==> src/hw/rtl/lsno_pkg.sv <==
// Shared types and constants for the lidar nearest-obstacle scan reducer.
// No dependencies; every other file in hw/rtl imports this package.
package lsno_pkg;

	localparam int MAX_POINTS  = 4096;
	localparam int IDX_W       = $clog2(MAX_POINTS);
	localparam int CNT_W       = IDX_W + 1;
	localparam int RANGE_W     = 16;
	localparam int STEP_W      = 25;
	localparam int ANGLE_W     = IDX_W + STEP_W;
	localparam int SUM_W       = RANGE_W + IDX_W;
	localparam int DSTEP_W     = $clog2(SUM_W);
	localparam int QUEUE_DEPTH = 4;
	localparam int QPTR_W      = $clog2(QUEUE_DEPTH);
	localparam int CFG_IDX_W   = 2;

	// Front cone limits, degrees in Q16
	localparam logic [ANGLE_W-1:0] CONE_LOW  = ANGLE_W'(64'd15 << 16);
	localparam logic [ANGLE_W-1:0] CONE_HIGH = ANGLE_W'(64'd345 << 16);

	localparam logic [RANGE_W-1:0] RST_MIN_RANGE = RANGE_W'(0);
	localparam logic [RANGE_W-1:0] RST_MAX_RANGE = RANGE_W'(12000);
	localparam logic [STEP_W-1:0]  RST_STEP      = STEP_W'(65536);
	localparam logic [RANGE_W-1:0] RST_DANGER    = RANGE_W'(1000);

	typedef enum logic [CFG_IDX_W-1:0] {
		CFG_MIN_RANGE  = 2'd0,
		CFG_MAX_RANGE  = 2'd1,
		CFG_ANGLE_STEP = 2'd2,
		CFG_DANGER     = 2'd3
	} cfg_reg_t;

	typedef enum logic [1:0] {
		DIV_IDLE,
		DIV_RUN,
		DIV_DONE
	} div_state_t;

	typedef struct packed {
		logic [RANGE_W-1:0] min_valid_range;
		logic [RANGE_W-1:0] max_valid_range;
		logic [STEP_W-1:0]  angle_step;
		logic [RANGE_W-1:0] danger_distance;
	} cfg_t;

	typedef struct packed {
		logic [RANGE_W-1:0] range_mm;
		logic               last;
	} in_item_t;

	typedef struct packed {
		logic               nearest_found;
		logic [RANGE_W-1:0] nearest_range;
		logic [IDX_W-1:0]   nearest_index;
		logic               front_found;
		logic [RANGE_W-1:0] front_range;
		logic [IDX_W-1:0]   front_index;
		logic               danger;
		logic [CNT_W-1:0]   valid_count;
		logic [RANGE_W-1:0] mean_range;
		logic [CNT_W-1:0]   point_count;
	} out_item_t;

	// Classified sample handed from the front end to the accumulator
	typedef struct packed {
		logic [RANGE_W-1:0] range_mm;
		logic [IDX_W-1:0]   idx;
		logic               valid;
		logic               front;
		logic               last;
		logic [CNT_W-1:0]   count;
	} q_item_t;

	typedef struct packed {
		logic empty;
		logic full;
	} q_status_t;

	typedef struct packed {
		logic idle;
		logic done;
	} div_status_t;

endpackage

==> src/hw/rtl/lsno_front.sv <==
// Front end: accepts range samples, numbers them, and classifies each one
// (range window, front cone). Depends on lsno_pkg.
module lsno_front import lsno_pkg::*; (
	input  logic      clk,
	input  logic      arst_n,
	input  logic      in_valid,
	output logic      in_stall,
	input  in_item_t  in_data,
	input  cfg_t      cfg,
	input  q_status_t q_status,
	output logic      q_push,
	output q_item_t   q_item
);

	logic [CNT_W-1:0]   sample_q;
	logic [CNT_W-1:0]   count_next;
	logic [IDX_W-1:0]   idx;
	logic [ANGLE_W-1:0] angle;

	assign in_stall = q_status.full;
	assign q_push   = in_valid && !q_status.full;

	assign idx = (sample_q < CNT_W'(MAX_POINTS - 1)) ? sample_q[IDX_W-1:0]
		: IDX_W'(MAX_POINTS - 1);
	assign count_next = (sample_q < CNT_W'(MAX_POINTS)) ? sample_q + CNT_W'(1) : sample_q;
	assign angle = ANGLE_W'(idx) * ANGLE_W'(cfg.angle_step);

	always_comb begin
		q_item.range_mm = in_data.range_mm;
		q_item.idx      = idx;
		q_item.valid    = (in_data.range_mm >= cfg.min_valid_range)
			&& (in_data.range_mm <= cfg.max_valid_range);
		q_item.front    = (angle < CONE_LOW) || (angle > CONE_HIGH);
		q_item.last     = in_data.last;
		q_item.count    = count_next;
	end

	always_ff @(posedge clk or negedge arst_n) begin
		if (!arst_n) begin
			sample_q <= '0;
		end else if (q_push) begin
			sample_q <= in_data.last ? '0 : count_next;
		end
	end

endmodule

==> src/hw/rtl/lsno_fifo.sv <==
// Short queue of classified samples between front end and accumulator.
// Depends on lsno_pkg.
module lsno_fifo import lsno_pkg::*; (
	input  logic      clk,
	input  logic      arst_n,
	input  logic      push,
	input  q_item_t   push_item,
	input  logic      pop,
	output q_item_t   pop_item,
	output q_status_t status
);

	q_item_t           mem_q [QUEUE_DEPTH];
	logic [QPTR_W-1:0] wr_ptr_q;
	logic [QPTR_W-1:0] rd_ptr_q;
	logic [QPTR_W:0]   fill_q;

	assign status.empty = (fill_q == '0);
	assign status.full  = (fill_q == (QPTR_W+1)'(QUEUE_DEPTH));
	assign pop_item     = mem_q[rd_ptr_q];

	always_ff @(posedge clk) begin
		if (push) begin
			mem_q[wr_ptr_q] <= push_item;
		end
	end

	always_ff @(posedge clk or negedge arst_n) begin
		if (!arst_n) begin
			wr_ptr_q <= '0;
			rd_ptr_q <= '0;
			fill_q   <= '0;
		end else begin
			if (push) begin
				wr_ptr_q <= wr_ptr_q + QPTR_W'(1);
			end
			if (pop) begin
				rd_ptr_q <= rd_ptr_q + QPTR_W'(1);
			end
			case ({push, pop})
				2'b10:   fill_q <= fill_q + (QPTR_W+1)'(1);
				2'b01:   fill_q <= fill_q - (QPTR_W+1)'(1);
				default: fill_q <= fill_q;
			endcase
		end
	end

endmodule

==> src/hw/rtl/lsno_div.sv <==
// Restoring divider for the mean range: one quotient bit per cycle.
// Depends on lsno_pkg.
module lsno_div import lsno_pkg::*; (
	input  logic               clk,
	input  logic               arst_n,
	input  logic               start,
	input  logic [SUM_W-1:0]   dividend,
	input  logic [CNT_W-1:0]   divisor,
	input  logic               ack,
	output div_status_t        status,
	output logic [RANGE_W-1:0] quotient
);

	div_state_t         state_q, state_d;
	logic [CNT_W:0]     rem_q;
	logic [SUM_W-1:0]   dq_q;
	logic [CNT_W-1:0]   dvs_q;
	logic [DSTEP_W-1:0] step_q;
	logic [CNT_W:0]     rem_sh;
	logic               ge;

	assign rem_sh = {rem_q[CNT_W-1:0], dq_q[SUM_W-1]};
	assign ge     = rem_sh >= {1'b0, dvs_q};
	// An empty scan gives a mean of zero
	assign quotient = (dvs_q == '0) ? '0 : dq_q[RANGE_W-1:0];

	always_comb begin
		state_d     = state_q;
		status.idle = 1'b0;
		status.done = 1'b0;
		case (state_q)
			DIV_IDLE: begin
				status.idle = 1'b1;
				if (start) begin
					state_d = DIV_RUN;
				end
			end
			DIV_RUN: begin
				if (step_q == DSTEP_W'(SUM_W - 1)) begin
					state_d = DIV_DONE;
				end
			end
			DIV_DONE: begin
				status.done = 1'b1;
				if (ack) begin
					state_d = DIV_IDLE;
				end
			end
			default: state_d = DIV_IDLE;
		endcase
	end

	always_ff @(posedge clk or negedge arst_n) begin
		if (!arst_n) begin
			state_q <= DIV_IDLE;
		end else begin
			state_q <= state_d;
		end
	end

	always_ff @(posedge clk) begin
		if (state_q == DIV_IDLE && start) begin
			dq_q   <= dividend;
			dvs_q  <= divisor;
			rem_q  <= '0;
			step_q <= '0;
		end else if (state_q == DIV_RUN) begin
			rem_q  <= ge ? rem_sh - {1'b0, dvs_q} : rem_sh;
			dq_q   <= {dq_q[SUM_W-2:0], ge};
			step_q <= step_q + DSTEP_W'(1);
		end
	end

endmodule

==> src/hw/rtl/lsno_back.sv <==
// Back end: folds classified samples into the scan minima and sums, closes
// the scan on the last sample and drives the result register.
// Depends on lsno_pkg and lsno_div.
module lsno_back import lsno_pkg::*; (
	input  logic               clk,
	input  logic               arst_n,
	input  q_item_t            q_item,
	input  q_status_t          q_status,
	output logic               q_pop,
	input  logic [RANGE_W-1:0] danger_distance,
	output logic               out_valid,
	input  logic               out_stall,
	output out_item_t          out_data
);

	logic [RANGE_W-1:0] best_range_q, best_range_n;
	logic [IDX_W-1:0]   best_index_q, best_index_n;
	logic               best_valid_q, best_valid_n;
	logic [RANGE_W-1:0] cone_range_q, cone_range_n;
	logic [IDX_W-1:0]   cone_index_q, cone_index_n;
	logic               cone_valid_q, cone_valid_n;
	logic [SUM_W-1:0]   sum_q, sum_n;
	logic [CNT_W-1:0]   total_q, total_n;
	logic               best_take, cone_take, cnt_take;
	out_item_t          hold_q;
	out_item_t          result_d;
	out_item_t          out_data_q;
	logic               out_valid_q;
	logic               div_start;
	logic               load;
	div_status_t        div_status;
	logic [RANGE_W-1:0] quotient;

	// A closing sample waits for the divider to be free
	assign q_pop     = !q_status.empty && (!q_item.last || div_status.idle);
	assign div_start = q_pop && q_item.last;
	assign load      = div_status.done && (!out_valid_q || !out_stall);
	assign out_valid = out_valid_q;
	assign out_data  = out_data_q;

	always_comb begin
		best_take = q_item.valid && (!best_valid_q || q_item.range_mm < best_range_q);
		cone_take = q_item.valid && q_item.front
			&& (!cone_valid_q || q_item.range_mm < cone_range_q);
		cnt_take  = q_item.valid && (total_q < CNT_W'(MAX_POINTS));

		best_range_n = best_take ? q_item.range_mm : best_range_q;
		best_index_n = best_take ? q_item.idx : best_index_q;
		best_valid_n = best_valid_q || best_take;
		cone_range_n = cone_take ? q_item.range_mm : cone_range_q;
		cone_index_n = cone_take ? q_item.idx : cone_index_q;
		cone_valid_n = cone_valid_q || cone_take;
		sum_n        = cnt_take ? sum_q + SUM_W'(q_item.range_mm) : sum_q;
		total_n      = cnt_take ? total_q + CNT_W'(1) : total_q;
	end

	always_comb begin
		result_d            = hold_q;
		result_d.mean_range = quotient;
	end

	always_ff @(posedge clk or negedge arst_n) begin
		if (!arst_n) begin
			best_range_q <= '0;
			best_index_q <= '0;
			best_valid_q <= 1'b0;
			cone_range_q <= '0;
			cone_index_q <= '0;
			cone_valid_q <= 1'b0;
			sum_q        <= '0;
			total_q      <= '0;
		end else if (q_pop) begin
			if (q_item.last) begin
				best_range_q <= '0;
				best_index_q <= '0;
				best_valid_q <= 1'b0;
				cone_range_q <= '0;
				cone_index_q <= '0;
				cone_valid_q <= 1'b0;
				sum_q        <= '0;
				total_q      <= '0;
			end else begin
				best_range_q <= best_range_n;
				best_index_q <= best_index_n;
				best_valid_q <= best_valid_n;
				cone_range_q <= cone_range_n;
				cone_index_q <= cone_index_n;
				cone_valid_q <= cone_valid_n;
				sum_q        <= sum_n;
				total_q      <= total_n;
			end
		end
	end

	// Hold the closed scan while the mean is computed
	always_ff @(posedge clk) begin
		if (div_start) begin
			hold_q.nearest_found <= best_valid_n;
			hold_q.nearest_range <= best_valid_n ? best_range_n : '0;
			hold_q.nearest_index <= best_valid_n ? best_index_n : '0;
			hold_q.front_found   <= cone_valid_n;
			hold_q.front_range   <= cone_valid_n ? cone_range_n : '0;
			hold_q.front_index   <= cone_valid_n ? cone_index_n : '0;
			hold_q.danger        <= cone_valid_n && (cone_range_n < danger_distance);
			hold_q.valid_count   <= total_n;
			hold_q.mean_range    <= '0;
			hold_q.point_count   <= q_item.count;
		end
		if (load) begin
			out_data_q <= result_d;
		end
	end

	always_ff @(posedge clk or negedge arst_n) begin
		if (!arst_n) begin
			out_valid_q <= 1'b0;
		end else if (load) begin
			out_valid_q <= 1'b1;
		end else if (!out_stall) begin
			out_valid_q <= 1'b0;
		end
	end

	lsno_div u_div (
		.clk      (clk),
		.arst_n   (arst_n),
		.start    (div_start),
		.dividend (sum_n),
		.divisor  (total_n),
		.ack      (load),
		.status   (div_status),
		.quotient (quotient)
	);

endmodule

==> src/hw/rtl/lidar_scan_nearest_obstacle.sv <==
// Lidar nearest-obstacle scan reducer, top level.
// Input channel (in_valid/in_stall/in_data): one range sample per transaction,
// in_data.last marks the final sample of a scan. Samples are numbered from
// zero inside the block; the index saturates at 4095, the counts at 4096.
// Output channel (out_valid/out_stall/out_data): one result per scan, with the
// nearest valid sample, the nearest one in the front cone (within 15 degrees
// of straight ahead), the danger flag, valid count, mean range, point count.
// Configuration (cfg_valid/cfg_ready/cfg_index/cfg_data): cfg_ready is always
// high; index 0 min range, 1 max range, 2 angle step (Q16 deg), 3 danger range.
// Throughput: one sample per cycle while the queue is not full. Samples pass
// through a four-entry queue to the accumulator. The last sample of a scan
// starts a bit-serial divide for the mean; the result register loads once the
// divide is done. Samples of the next scan keep flowing meanwhile, but its
// last sample waits in the queue until the divider is free, so scans that
// arrive faster than a divide finishes are limited by the divider.
// A stalled result holds in its register; the divider then holds its result,
// the next closing sample waits and the queue fills until in_stall rises.
// Reset clears the scan, the queue and the output, and loads the default
// configuration (0 / 12000 mm, 1 degree, 1000 mm).
// Depends on lsno_pkg, lsno_front, lsno_fifo, lsno_back.
module lidar_scan_nearest_obstacle import lsno_pkg::*; (
	input  logic                 clk,
	input  logic                 arst_n,
	input  logic                 in_valid,
	output logic                 in_stall,
	input  in_item_t             in_data,
	output logic                 out_valid,
	input  logic                 out_stall,
	output out_item_t            out_data,
	input  logic                 cfg_valid,
	output logic                 cfg_ready,
	input  logic [CFG_IDX_W-1:0] cfg_index,
	input  logic [STEP_W-1:0]    cfg_data
);

	cfg_t      cfg_q;
	q_status_t q_status;
	logic      q_push;
	logic      q_pop;
	q_item_t   q_push_item;
	q_item_t   q_pop_item;

	assign cfg_ready = 1'b1;

	always_ff @(posedge clk or negedge arst_n) begin
		if (!arst_n) begin
			cfg_q.min_valid_range <= RST_MIN_RANGE;
			cfg_q.max_valid_range <= RST_MAX_RANGE;
			cfg_q.angle_step      <= RST_STEP;
			cfg_q.danger_distance <= RST_DANGER;
		end else if (cfg_valid && cfg_ready) begin
			case (cfg_reg_t'(cfg_index))
				CFG_MIN_RANGE:  cfg_q.min_valid_range <= cfg_data[RANGE_W-1:0];
				CFG_MAX_RANGE:  cfg_q.max_valid_range <= cfg_data[RANGE_W-1:0];
				CFG_ANGLE_STEP: cfg_q.angle_step      <= cfg_data;
				CFG_DANGER:     cfg_q.danger_distance <= cfg_data[RANGE_W-1:0];
				default:        cfg_q <= cfg_q;
			endcase
		end
	end

	lsno_front u_front (
		.clk      (clk),
		.arst_n   (arst_n),
		.in_valid (in_valid),
		.in_stall (in_stall),
		.in_data  (in_data),
		.cfg      (cfg_q),
		.q_status (q_status),
		.q_push   (q_push),
		.q_item   (q_push_item)
	);

	lsno_fifo u_fifo (
		.clk       (clk),
		.arst_n    (arst_n),
		.push      (q_push),
		.push_item (q_push_item),
		.pop       (q_pop),
		.pop_item  (q_pop_item),
		.status    (q_status)
	);

	lsno_back u_back (
		.clk             (clk),
		.arst_n          (arst_n),
		.q_item          (q_pop_item),
		.q_status        (q_status),
		.q_pop           (q_pop),
		.danger_distance (cfg_q.danger_distance),
		.out_valid       (out_valid),
		.out_stall       (out_stall),
		.out_data        (out_data)
	);

`ifndef SYNTH
	a_no_overflow: assert property (@(posedge clk) disable iff (!arst_n)
		!(q_push && q_status.full))
		else $error("queue written while full");

	a_no_underflow: assert property (@(posedge clk) disable iff (!arst_n)
		!(q_pop && q_status.empty))
		else $error("queue read while empty");

	a_danger_front: assert property (@(posedge clk) disable iff (!arst_n)
		out_valid |-> (!out_data.danger || out_data.front_found))
		else $error("danger without front sample");

	a_empty_scan: assert property (@(posedge clk) disable iff (!arst_n)
		(out_valid && !out_data.nearest_found) |->
		(out_data.valid_count == '0 && out_data.mean_range == '0
		&& !out_data.front_found))
		else $error("empty scan reports valid data");

	a_count_order: assert property (@(posedge clk) disable iff (!arst_n)
		out_valid |-> (out_data.valid_count <= out_data.point_count))
		else $error("valid count exceeds point count");
`endif

endmodule
==> config.mk <==
export PLATFORM = sky130hd
export DESIGN_NAME = lidar_scan_nearest_obstacle
export DESIGN_NICKNAME = d
export VERILOG_FILES = /design/src/hw/rtl/lsno_pkg.sv /design/src/hw/rtl/lsno_front.sv /design/src/hw/rtl/lsno_fifo.sv /design/src/hw/rtl/lsno_div.sv /design/src/hw/rtl/lsno_back.sv /design/src/hw/rtl/lidar_scan_nearest_obstacle.sv
export SDC_FILE = /design/constraint.sdc
export NUM_CORES = 2
export LEC_CHECK = 0
export ABC_CLOCK_PERIOD_IN_PS = 13900
export BUFFER_PORTS_ARGS = -buffer_cell sky130_fd_sc_hd__buf_2
export CORE_MARGIN = 2
export CORE_UTILIZATION = 45
export CTS_CLUSTER_DIAMETER = 100
export CTS_CLUSTER_SIZE = 40
export DETAILED_ROUTE_END_ITERATION = 10
export GPL_TIMING_DRIVEN = 1
export MAX_ROUTING_LAYER = met4
export PLACE_DENSITY_LB_ADDON = 0.25
export SYNTH_ARGS = -nofsm -noshare
export SYNTH_HDL_FRONTEND = slang
export SYNTH_HIERARCHICAL = 1
export SYNTH_SLANG_ARGS = --single-unit
==> constraint.sdc <==
create_clock -name clk -period 13.9 [get_ports clk]
set_clock_uncertainty 0.2 [all_clocks]
set_input_delay 3.475 -clock clk [delete_from_list [all_inputs] [get_ports clk]]
set_output_delay 3.475 -clock clk [all_outputs]
set_load 0.05 [all_outputs]
==> impl_metrics.yaml <==
outcome:
  status: "completed"
yosys:
  synth-async-reset-ratio_pct: 31.7
  yosys_warnings: 6
  avgSynthCellArea_um2: 11.6
  synth_cell_types: 104
  synthCells: 3236
  ys.flop_type: "edfxtp_1"
  seq_area_frac_synth_pct: 46.3
  synthDominantCellAreaShare_pct: 32.3
  synth_nets: 3707
  yosysMostFrequentCell: "nand2_1"
  syn_area_um2: 37500
  synthTopCellsByArea: "edfxtp_1 (32%), fa_1 (12%), dfrtp_1 (12%)"
  synth_seq_cells: 616
  synth_edf_count: 403
  yosysTopAreaCell: "edfxtp_1"
  ys_top_cells_by_count: "nand2_1 (467), edfxtp_1 (403), inv_1 (389)"
route:
  drcViolationCount: 0
  ant_nets: 0
  wl_per_cell_um: 19.2
  via_count: 23700
  viasPerCell: 5.45
  drt_pass1_iterations: 7
  routed_wl_um: 83700
  drt_iter0_markers: 1597
final_layout:
  fill_cells: 7427
  drive_above_1_share_pct: 12.4
  fin_util_pct: 48.6
  nets: 3736
  layout.cells.non_filler: 4357
  area_delta_synth_final_pct: 6.67
run:
  maxCapViolations: 0
setup_path:
  crit_fanout: 29
  crit_required_ns: 14.02
  ff2ff_path_depth: 24
  critical_path_class: "reg2reg"
  worstReg2RegEnd: "u_fifo/mem_q[2][14]"
  r2r_slack_ns: 5.97
  crit_arrival_ns: 8.05
  worstSetupEndpoint: "u_fifo/mem_q[2][14]"
  cp-start-kind: "flip-flop"
  reg2reg_from: "u_front/sample_q[4]"
  worstSetupStartpoint: "u_front/sample_q[4]"
  critPathCaptureType: "flip-flop"
power_and_ir_drop:
  power.density_nw_per_um2: 184
  p_leak_nw: 17.2
  vdd_drop_max_v: 0.000125
sta:
  rsz0062_at_grt: "no"
  hold_viol_final: 0
  worst_slack_ns: 5.97
  finalSetupViolCount: 0
  tns_ns: 0
  fin_crit_sh_pct: 57.1
  fin_crit_ns: 7.93
  max_slew_margin_pct: 19.0
  tightest_slew_ns: 1.21
  slew_violations: 0
  max_freq_mhz: 126
placed_design:
  hpwl_um: 59200
  io_buffers: 151
  place_congestion: 0.855
  dp_slack_ns: 6.11
  numPlacedInstances: 4306
clocking:
  cts-root-buf: "clkbuf_16"
  clockBufferDepth: 3
  h-tree-depth: 1
  cts_hold_buf: 0
  clkSinkCount: 616
  cts_resized: 0
  clkSlewWorstSetupHoldPaths_ns: 0.13
  cts_setup_buffers: 0
  cts_tree: "built"
  worstSkewPairLatency_ns: 0.65
  cts_buffers: 27
global_route:
  grt_max_degree: 86
  grt-ovfl-total: 0
  antenna_found_initial: 1
  track_usage_pct: 20.3
  grt_pass1_wl_um: 134000
  grt_pass1_vias: 24000
floorplan:
  dieArea_um2: 85600
  core-area_um2: 82200
  die_w_um: 293
  start_util_pct: 45.5
  die_h_um: 293
  row_count: 105
  io_pins: 153
hold_path:
  hp-class: "reg2reg"
-- metrics by stage --
stage / cell area (um2) / power, mW / hold WS (ns)
6_report: 40000 / 7.33 / 0.206
4_1_cts: 40000 / 7.40 / 0.198
3_5_place_dp: 38900 / 6.27 / 0.205
5_1_grt: 40000 / 7.89 / 0.208
3_3_place_gp: 38900 / 6.21 / 0.202
2_1_floorplan: 37500 / 5.38 / 0.200
-- cell families after synthesis --
logic type	after synthesis	synth area share, %
compound gates	473	8.80
xor+xnor	75	1.75
fa+ha+maj	422	18.8
buf+inv	566	6.33
flops	616	46.3
mux	187	6.82
other cells	1	0.0100
simple gates	896	11.2
-- sequential cells by signal (all words and copies together), names as in the netlist, 16 cells and up --
signal and flops:
u_back/u_div/dq_q 28, cfg_q 73, u_back/hold_q 85, u_fifo/mem_q 176, u_back/out_data 101, u_back/best_range_q 16
u_back/sum_q 28, u_back/cone_range_q 16
-- metal layers --
metal | up-vias | part of all wire [%] | GRT usage [%] | wire length, um
li1 | 11100 | - | - | -
met1 | 12000 | 45 | 27.2 | 37500
met2 | 491 | 49 | 33.6 | 41000
met3 | 83 | 4.4 | 2.12 | 3690
met5 | - | 0 | - | 0
met4 | 0 | 1.8 | 4.19 | 1510
-- layout make-up --
type	count	area, um2	area share [%]
Multi-Input combinational cell	2054	17700	44.4
Sequential cell	616	17400	43.5
Inverter	391	1470	3.68
Tap cell	1070	1340	3.35
Timing Repair Buffer	175	945	2.36
Clock buffer	29	703	1.76
Clock inverter	21	387	0.968
Antenna cell	1	2.50	0.00626
-- report_power, final --
group | switching, mW | internal, mW | leakage (nW)
registers | 0.276 | 2.61 | 6.46
logic | 2.13 | 1.21 | 10.2
clock network | 0.682 | 0.426 | 0.510
total | 3.08 | 4.25 | 17.2
-- layout by cell type (no fill, tap or decap), types with 12 or more instances in the layout --
master,n
ha_1,189
mux4_2,38
a211oi_1,17
buf_4,24
buf_2,150
a22oi_1,13
o211ai_1,12
dfrtp_1,179
nor3_1,22
a22o_1,65
nand2b_1,17
or2_2,17
nand4_1,35
a21o_1,35
xnor2_1,39
fa_1,233
dfstp_2,14
a21oi_1,76
o21ai_0,73
and3_1,19
and2_1,121
clkbuf_16,27
nor2_1,90
nand3_1,47
inv_1,388
mux2_2,80
nor2b_1,14
nand2_1,467
mux2i_1,56
dfxtp_1,18
xor2_1,36
o21ai_1,60
o21a_1,12
edfxtp_1,403
-- worst max-delay path, stage by stage (launching register included) --
cell and delay, ns:
dfrtp_1 0.49, and3_1 0.23, nand4_1 0.11, nor2_1 0.15, a31o_2 0.21, or2_2 0.54, nand2_1 0.19, fa_1 0.57
inv_1 0.05, fa_1 0.46, fa_1 0.51, fa_1 0.54, inv_1 0.05, fa_1 0.55, inv_1 0.05, ha_1 0.37
a21oi_1 0.20, o21ai_0 0.25, a211oi_1 0.40, nor2_1 0.11, a211oi_1 0.48, a21boi_0 0.24, nor4_1 0.23, o221a_1 0.22
nand4_1 0.15
-- worst min-delay path by stage --
stage                     cells after the start               from  slack, ns                   to
after global routing                          0  u_back/hold_q[65]       0.21  u_back/out_data[65]
after floorplan                               0   u_back/hold_q[0]       0.20   u_back/out_data[0]
after detailed placement                      0  u_back/hold_q[71]       0.20  u_back/out_data[71]
final                                         0  u_back/hold_q[65]       0.21  u_back/out_data[65]
after global placement                        0  u_back/hold_q[95]       0.20  u_back/out_data[95]
after CTS                                     0  u_back/hold_q[65]       0.20  u_back/out_data[65]
Power figures use the tool's default switching activity.
